File: src/rtl/sha1_pkg.sv
// shared types and constants for the sha-1 hash engine
package sha1_pkg;

  localparam logic [31:0] H0_INIT = 32'h67452301;
  localparam logic [31:0] H1_INIT = 32'hEFCDAB89;
  localparam logic [31:0] H2_INIT = 32'h98BADCFE;
  localparam logic [31:0] H3_INIT = 32'h10325476;
  localparam logic [31:0] H4_INIT = 32'hC3D2E1F0;
  localparam logic [31:0] K0 = 32'h5A827999;
  localparam logic [31:0] K1 = 32'h6ED9EBA1;
  localparam logic [31:0] K2 = 32'h8F1BBCDC;
  localparam logic [31:0] K3 = 32'hCA62C1D6;
  localparam logic [7:0]  PAD_BYTE = 8'h80;
  localparam int unsigned QUEUE_DEPTH = 2;

  // classified request between front and back
  typedef struct packed {
    logic [7:0] data_byte;
    logic       has_byte;
    logic       is_last;
  } sha1_req_t;

  typedef enum logic [2:0] {
    ST_IDLE,
    ST_PAD,
    ST_LEN,
    ST_ROUND,
    ST_FINAL,
    ST_OUT
  } sha1_state_t;

  function automatic logic [31:0] rotl(input logic [31:0] v, input int unsigned s);
    rotl = (v << s) | (v >> (32 - s));
  endfunction

endpackage

File: src/rtl/sha1_front.sv
// front end: accepts requests, drops empty non-last items, queues the rest
module sha1_front (
  input  logic                clk,
  input  logic                rst_n,
  input  logic                in_push,
  output logic                in_full,
  input  logic [7:0]          in_data_byte,
  input  logic                in_no_byte,
  input  logic                in_is_last,
  output logic                req_valid,
  output sha1_pkg::sha1_req_t req,
  input  logic                req_take
);

  sha1_pkg::sha1_req_t q_r [sha1_pkg::QUEUE_DEPTH];
  logic        rd_ptr_r, rd_ptr_nxt;
  logic        wr_ptr_r, wr_ptr_nxt;
  logic [1:0]  cnt_r, cnt_nxt;
  logic        acc, keep;

  assign in_full   = (cnt_r == 2'(sha1_pkg::QUEUE_DEPTH));
  assign acc       = in_push && !in_full;
  assign keep      = acc && (!in_no_byte || in_is_last);
  assign req_valid = (cnt_r != 2'd0);
  assign req       = q_r[rd_ptr_r];

  always_comb begin
    wr_ptr_nxt = wr_ptr_r ^ keep;
    rd_ptr_nxt = rd_ptr_r ^ (req_take && req_valid);
    cnt_nxt    = cnt_r + {1'b0, keep} - {1'b0, req_take && req_valid};
  end

  always_ff @(posedge clk) begin
    if (!rst_n) begin
      rd_ptr_r <= 1'b0;
      wr_ptr_r <= 1'b0;
      cnt_r    <= 2'd0;
    end else begin
      rd_ptr_r <= rd_ptr_nxt;
      wr_ptr_r <= wr_ptr_nxt;
      cnt_r    <= cnt_nxt;
    end
    if (keep) begin
      q_r[wr_ptr_r].data_byte <= in_data_byte;
      q_r[wr_ptr_r].has_byte  <= !in_no_byte;
      q_r[wr_ptr_r].is_last   <= in_is_last;
    end
  end

endmodule

File: src/rtl/sha1_core.sv
// back end: block packing, padding, 80-round compression and digest output
module sha1_core (
  input  logic                clk,
  input  logic                rst_n,
  input  logic                req_valid,
  input  sha1_pkg::sha1_req_t req,
  output logic                req_take,
  output logic                out_empty,
  input  logic                out_pop,
  output logic [31:0]         out_digest_word,
  output logic [2:0]          out_word_index,
  output logic                out_last_word
);

  sha1_pkg::sha1_state_t state_r, state_nxt;

  logic [31:0] w_r [16];
  logic [31:0] h_r [5];
  logic [31:0] a_r, b_r, c_r, d_r, e_r;
  logic [5:0]  pos_r;
  logic [63:0] len_r;
  logic [6:0]  rnd_r;
  logic [2:0]  oidx_r;
  logic        after_len_r;   // this compression ends the message
  logic        len_pending_r; // length still needs its own block

  logic        is_idle, is_pad, is_len, is_round, is_final, is_out;
  logic [31:0] f, k, t, wnew, wcur;
  logic [7:0]  put_val;
  logic        put_en;
  logic [3:0]  widx;
  logic [4:0]  sh;
  logic        pop_ok;

  assign pop_ok = out_pop && is_out;

  always_comb begin
    state_nxt = state_r;
    case (state_r)
      sha1_pkg::ST_IDLE: begin
        if (req_valid) begin
          if (req.has_byte && pos_r == 6'd63) state_nxt = sha1_pkg::ST_ROUND;
          else if (req.is_last) state_nxt = sha1_pkg::ST_PAD;
        end
      end
      sha1_pkg::ST_PAD: begin
        if (pos_r == 6'd63) state_nxt = sha1_pkg::ST_ROUND;
        else if (pos_r == 6'd55) state_nxt = sha1_pkg::ST_LEN;
      end
      sha1_pkg::ST_LEN:   state_nxt = sha1_pkg::ST_ROUND;
      sha1_pkg::ST_ROUND: if (rnd_r == 7'd79) state_nxt = sha1_pkg::ST_FINAL;
      sha1_pkg::ST_FINAL: begin
        if (after_len_r) state_nxt = sha1_pkg::ST_OUT;
        else if (len_pending_r) state_nxt = sha1_pkg::ST_PAD;
        else state_nxt = sha1_pkg::ST_IDLE;
      end
      sha1_pkg::ST_OUT: if (pop_ok && oidx_r == 3'd4) state_nxt = sha1_pkg::ST_IDLE;
      default: state_nxt = sha1_pkg::ST_IDLE;
    endcase
  end

  always_comb begin
    is_idle  = (state_r == sha1_pkg::ST_IDLE);
    is_pad   = (state_r == sha1_pkg::ST_PAD);
    is_len   = (state_r == sha1_pkg::ST_LEN);
    is_round = (state_r == sha1_pkg::ST_ROUND);
    is_final = (state_r == sha1_pkg::ST_FINAL);
    is_out   = (state_r == sha1_pkg::ST_OUT);
    req_take = is_idle && req_valid;
    out_empty = !is_out;
    put_en   = (req_take && req.has_byte) || is_pad;
    put_val  = req.data_byte;
  end

  // pad byte: 0x80 for the first pad position of a message, zero after
  logic pad_first_r;
  logic [7:0] byte_in;
  assign byte_in = is_pad ? (pad_first_r ? sha1_pkg::PAD_BYTE : 8'h00) : put_val;
  assign widx    = pos_r[5:2];
  assign sh      = {~pos_r[1:0], 3'b000};

  assign wcur = w_r[0];
  assign wnew = sha1_pkg::rotl(w_r[13] ^ w_r[8] ^ w_r[2] ^ w_r[0], 1);

  always_comb begin
    if (rnd_r < 7'd20) begin
      f = (b_r & c_r) | (~b_r & d_r);
      k = sha1_pkg::K0;
    end else if (rnd_r < 7'd40) begin
      f = b_r ^ c_r ^ d_r;
      k = sha1_pkg::K1;
    end else if (rnd_r < 7'd60) begin
      f = (b_r & c_r) | (b_r & d_r) | (c_r & d_r);
      k = sha1_pkg::K2;
    end else begin
      f = b_r ^ c_r ^ d_r;
      k = sha1_pkg::K3;
    end
    t = sha1_pkg::rotl(a_r, 5) + f + e_r + k + wcur;
  end

  always_comb begin
    out_digest_word = h_r[oidx_r];
    out_word_index  = oidx_r;
    out_last_word   = (oidx_r == 3'd4);
  end

  always_ff @(posedge clk) begin
    if (!rst_n) begin
      state_r       <= sha1_pkg::ST_IDLE;
      pos_r         <= 6'd0;
      len_r         <= 64'd0;
      rnd_r         <= 7'd0;
      oidx_r        <= 3'd0;
      after_len_r   <= 1'b0;
      len_pending_r <= 1'b0;
      pad_first_r   <= 1'b0;
      h_r[0] <= sha1_pkg::H0_INIT;
      h_r[1] <= sha1_pkg::H1_INIT;
      h_r[2] <= sha1_pkg::H2_INIT;
      h_r[3] <= sha1_pkg::H3_INIT;
      h_r[4] <= sha1_pkg::H4_INIT;
    end else begin
      state_r <= state_nxt;
      if (put_en) begin
        pos_r <= pos_r + 6'd1;
        if (pos_r[1:0] == 2'd0) w_r[widx] <= {24'd0, byte_in} << sh;
        else w_r[widx] <= w_r[widx] | ({24'd0, byte_in} << sh);
      end
      if (req_take && req.has_byte) len_r <= len_r + 64'd8;
      if (req_take && req.is_last) begin
        pad_first_r   <= 1'b1;
        len_pending_r <= 1'b1;
      end
      if (is_pad) pad_first_r <= 1'b0;
      if (is_len) begin
        w_r[14]       <= len_r[63:32];
        w_r[15]       <= len_r[31:0];
        pos_r         <= 6'd0;
        after_len_r   <= 1'b1;
        len_pending_r <= 1'b0;
      end
      if (state_nxt == sha1_pkg::ST_ROUND && !is_round) begin
        a_r <= h_r[0]; b_r <= h_r[1]; c_r <= h_r[2]; d_r <= h_r[3]; e_r <= h_r[4];
        rnd_r <= 7'd0;
      end
      if (is_round) begin
        a_r <= t; b_r <= a_r; c_r <= sha1_pkg::rotl(b_r, 30); d_r <= c_r; e_r <= d_r;
        for (int i = 0; i < 15; i++) w_r[i] <= w_r[i+1];
        w_r[15] <= wnew;
        rnd_r <= rnd_r + 7'd1;
      end
      if (is_final) begin
        h_r[0] <= h_r[0] + a_r; h_r[1] <= h_r[1] + b_r; h_r[2] <= h_r[2] + c_r;
        h_r[3] <= h_r[3] + d_r; h_r[4] <= h_r[4] + e_r;
        oidx_r <= 3'd0;
      end
      if (pop_ok) begin
        oidx_r <= (oidx_r == 3'd4) ? 3'd0 : oidx_r + 3'd1;
        if (oidx_r == 3'd4) begin
          h_r[0] <= sha1_pkg::H0_INIT; h_r[1] <= sha1_pkg::H1_INIT;
          h_r[2] <= sha1_pkg::H2_INIT; h_r[3] <= sha1_pkg::H3_INIT;
          h_r[4] <= sha1_pkg::H4_INIT;
          len_r <= 64'd0; pos_r <= 6'd0; after_len_r <= 1'b0;
        end
      end
    end
  end

endmodule

File: src/rtl/sha1_hash_engine.sv
// top level of the streaming sha-1 hash engine
// Streaming SHA-1: one message byte per request (or none, with no_byte),
// is_last closes the message, pads it and yields five digest words h0..h4,
// h4 marked last_word. A front queue of two requests parts the input from
// the compression unit. A byte that does not fill a block is packed into
// its block word when the core is idle, and such bytes can follow one per
// cycle while it stays idle; the 64th byte of a block starts a compression
// (load, one sha-1 round per cycle, chaining add). A last request adds
// padding and one or two compressions, then five results that wait on pop.
module sha1_hash_engine (
  input  logic        clk,
  input  logic        rst_n,
  input  logic        in_push,
  output logic        in_full,
  input  logic [7:0]  in_data_byte,
  input  logic        in_no_byte,
  input  logic        in_is_last,
  output logic        out_empty,
  input  logic        out_pop,
  output logic [31:0] out_digest_word,
  output logic [2:0]  out_word_index,
  output logic        out_last_word
);

  // request path between front queue and compression core
  logic                req_valid;
  logic                req_take;
  sha1_pkg::sha1_req_t req;

  sha1_front u_front (
    .clk, .rst_n, .in_push, .in_full, .in_data_byte, .in_no_byte, .in_is_last,
    .req_valid, .req, .req_take
  );

  sha1_core u_core (
    .clk, .rst_n, .req_valid, .req, .req_take, .out_empty, .out_pop,
    .out_digest_word, .out_word_index, .out_last_word
  );

  // last_word comes only on index four
  a_last_idx: assert property (@(posedge clk) disable iff (!rst_n)
    !out_empty |-> (out_last_word == (out_word_index == 3'd4)))
    else $error("last_word mismatch");

  // core never takes a request while results wait
  a_no_take_out: assert property (@(posedge clk) disable iff (!rst_n)
    !out_empty |-> !req_take)
    else $error("request taken during output");

  // a popped non-last word advances the index
  a_idx_step: assert property (@(posedge clk) disable iff (!rst_n)
    (!out_empty && out_pop && !out_last_word) |=>
      (!out_empty && out_word_index == $past(out_word_index) + 3'd1))
    else $error("word index did not advance");

endmodule
File: config.mk
export PLATFORM = sky130hd
export DESIGN_NAME = sha1_hash_engine
export DESIGN_NICKNAME = d
export VERILOG_FILES = /design/src/rtl/sha1_pkg.sv /design/src/rtl/sha1_front.sv /design/src/rtl/sha1_core.sv /design/src/rtl/sha1_hash_engine.sv
export SDC_FILE = /design/constraint.sdc
export NUM_CORES = 2
export LEC_CHECK = 0
export BUFFER_PORTS_ARGS = -buffer_cell sky130_fd_sc_hd__buf_4
export CELL_PAD_IN_SITES_DETAIL_PLACEMENT = 0
export CELL_PAD_IN_SITES_GLOBAL_PLACEMENT = 1
export CORE_UTILIZATION = 45
export CTS_CLUSTER_SIZE = 30
export DETAILED_ROUTE_END_ITERATION = 8
export GPL_ROUTABILITY_DRIVEN = 0
export PLACE_DENSITY = 0.77
export SYNTH_ARGS = -nofsm -noshare
export SYNTH_HDL_FRONTEND = slang
export SYNTH_SLANG_ARGS = --single-unit
File: constraint.sdc
create_clock -name clk -period 7.8 [get_ports clk]
set_input_delay 1.17 -clock clk [delete_from_list [all_inputs] [get_ports clk]]
set_output_delay 1.17 -clock clk [all_outputs]
set_load 0.02 [all_outputs]
==> flow_summary.yaml <==
status:
  status: "complete, no violations"
clock_tree:
  cts_sinks: 943
  cts_tree: "yes"
  insertion_delay_ns: 0.74
  holdBufCountCts: 0
  postCtsSetupRepairBufs: 0
  cts_resized: 0
  clockBufferDepth: 3
  cts-buffers-inserted: 102
  cts_root_buffer: "clkbuf_16"
  clkTransAtPathRegs_ns: 0.06
  htreeDepth: 3
synth:
  yosysWarnings: 0
  yosys-top-cells-count: "edfxtp_1, nand2_1, o21a_1"
  syn-instance-count: 4900
  synthArstFlopShare_pct: 0
  synth_flop_cell: "edfxtp_1"
  netlist_area_sq_mm: 0.0567
  synth.avg_cell_area_sq_um: 11.6
  syn_nets: 5243
  ys_top_cells_by_area: "edfxtp_1, mux4_2, o21a_1"
  yosysTopAreaCellShare_pct: 45.1
  synth.most_common_cell: "edfxtp_1"
  ys_types: 89
  ys_seq_area_share_pct: 48.3
  synth_edf_count: 852
  ys_seq_elements: 943
  synth_area_leader_cell: "edfxtp_1"
setup_path:
  r2r_slack_ns: 1.47
  cp.required_ns: 8.24
  crit-reg2reg-launch: "u_core.rnd_r[2]"
  crit_fanout: 18
  critPathArrivalTime_ns: 6.77
  crit_type: "flop to flop"
  rr_worst_depth: 22
  endpoint_kind: "flop"
  startpoint_type: "flop"
  r2r-end: "u_core.a_r[25]"
cells_and_area:
  diodes: 0
  fin_nets: 5202
  stdcell_count: 6584
  fillers: 11087
  area_growth_pct: 9.51
  layout-drive-gt1-share_pct: 11.3
placement:
  hpwlAfterDp_microns: 115000
  place_inst: 6392
  portBuffers: 51
route:
  antenna_left: 0
  vias: 39731
  wl_microns: 166000
  drtPass1Iterations: 6
  drc: 0
  routedWlPerCell_microns: 25.2
  viasPerCell: 6.03
  initialDrtViolationCount: 3995
power:
  power-per-cell-area_mw_per_mm2: 214
  p_sw_share_pct: 27.4
  leakage_uw: 0.0216
  seq_power_share_pct: 45.1
  clock_power_share_pct: 37.2
  p_total_uw: 13300
  vdd_ir_drop_max_mv: 0.184
  intPower_uw: 9630
  p_sw_uw: 3640
  pwr-share-comb_pct: 17.7
grt:
  overflow: 0
  grt_antenna_before_repair: 0
  track_usage_pct: 26.0
  grt_pass1_vias: 38769
  grt_max_degree: 165
  grt_pass1_wl_microns: 249000
timing:
  max_slew_margin_pct: 19.6
  worstMarginPinSlew_ns: 1.20
  rsz0062_at_grt: "false"
  tns_ns: 0
  report.final.slew_viol_count: 0
  finalClockSkew_ns: 0.0477
  period_minus_slack_ns: 6.33
  max_freq_mhz: 158
  finalCritPeriodShare_pct: 81.1
  final-setup-viol-count: 0
  hold_violations: 0
worst_hold_path:
  hold_path.class: "flop to flop"
  worstHoldStart: "u_core.after_len_r"
  hold_depth: 2
  hold_end: "u_core.after_len_r"
floorplanning:
  die-area_sq_mm: 0.127
  io_pins: 52
  initial_utilization_pct: 45.6
  rows: 129
  die_w_microns: 357
  coreArea_sq_mm: 0.124
  die_h_microns: 357
run:
  maxCapViolations: 0
cell usage in the layout, fill, tap and decap left out, drive strengths merged, types with 13 or more instances in the layout:
cell	instances
xnor2	193
a21o	78
inv	228
a22oi	14
a221o	13
edfxtp	852
nor4	15
nand2b	61
a21oi	232
a31oi	27
or3	30
buf	104
o21bai	19
nand2	661
ha	210
mux2	37
o21ai	241
nor2	267
nor3	52
o21a	485
and3	25
fa	119
nand3	61
o211ai	16
clkinv	33
mux4	192
and2	32
nor2b	38
nand4	27
clkbuf	151
mux2i	70
xor2	108
a211oi	20
dfxtp	91
metal layers:
metal / routed length (microns) / global-route usage, % / vias to the layer above
li1: - / - / 17989
met1: 72900 / 36.1 / 20258
met2: 78900 / 42.6 / 1242
met3: 9010 / 3.37 / 242
met4: 5130 / 7.61 / 0
met5: 0 / 0 / -
power groups by stage:
| stage | sequential (uW) | clock (uW) | combinational [uW] |
|---|---|---|---|
| 2_1_floorplan | 5990 | 0 | 1820 |
| 3_3_place_gp | 6080 | 0 | 2280 |
| 3_5_place_dp | 6090 | 0 | 2330 |
| 4_1_cts | 5980 | 5010 | 2340 |
| 5_1_grt | 5990 | 5180 | 2570 |
| 6_report | 5980 | 4940 | 2340 |
registers in the layout, indices dropped and copies added (netlist names), 2 cells and up, named ones only:
name and cells:
u_core.w_r 512, u_core.h_r 160, u_core.len_r 61, u_core.a_r 32
u_core.b_r 32, u_core.c_r 32, u_core.d_r 32, u_core.e_r 32
u_front.q_r 20, u_core.rnd_r 7, u_core.pos_r 6, u_core.out_word_index 3
u_core.state_r 3, u_front.cnt_r 2
worst max path at each step:
stage                         start              to  cells after the start
floorplan                   out_pop   u_core.a_r[0]                      6
global placement    u_core.rnd_r[3]  u_core.a_r[25]                     22
detailed placement  u_core.rnd_r[3]  u_core.a_r[25]                     22
CTS                 u_core.rnd_r[3]  u_core.a_r[25]                     22
global route        u_core.rnd_r[2]  u_core.a_r[26]                     22
finish              u_core.rnd_r[2]  u_core.a_r[25]                     22
metrics by stage:
step / hold slack [ns] / util [%] / setup slack (ns) / instance area [sq um]
3_5_place_dp: 0.459 / 47.3 / 1.56 / 58700
2_1_floorplan: 0.435 / - / 1.64 / 56700
6_report: 0.470 / 50.0 / 1.47 / 62100
4_1_cts: 0.468 / 50.0 / 1.54 / 62100
5_1_grt: 0.510 / 50.0 / 1.03 / 62100
3_3_place_gp: 0.450 / 47.3 / 1.60 / 58700
critical path: stages (launching register included):
cell	delay (ns)
dfxtp_1	0.36
nand2_1	0.12
nor2_1	0.07
nor2_1	0.22
nand2_1	0.11
nand2_1	0.09
clkinv_1	0.61
a221o_1	0.54
fa_1	0.50
fa_1	0.55
inv_1	0.06
fa_1	0.53
inv_1	0.04
ha_1	0.33
nor2b_1	0.15
o31a_1	0.29
o211ai_1	0.33
nand3_1	0.20
a21oi_1	0.38
o21ai_0	0.15
a21oi_1	0.19
xor2_1	0.15
o21ai_0	0.08
logic make-up (layout without fill, tap and decap cells):
kind of cell / count (synthesis) / in the layout / share of synthesized area [%]
compound gates: 1244 / 1244 / 14.8
fa+ha+maj: 329 / 329 / 8.84
xor+xnor: 301 / 301 / 4.65
buf+inv: 476 / 523 / 3.41
mux: 299 / 299 / 9.60
flops: 943 / 943 / 48.3
simple gates: 1308 / 1308 / 10.4
final cells by class:
cell class	count	area [sq um]	area share (%)
repair buffers	104	818	1.32
clock inverters	41	474	0.764
flip-flops and latches	943	27400	44.2
well taps	1637	2050	3.30
clock buffers	151	2870	4.62
inverters	227	852	1.37
multi-input cells	3481	27600	44.5
(Power assumes the default switching activity.)
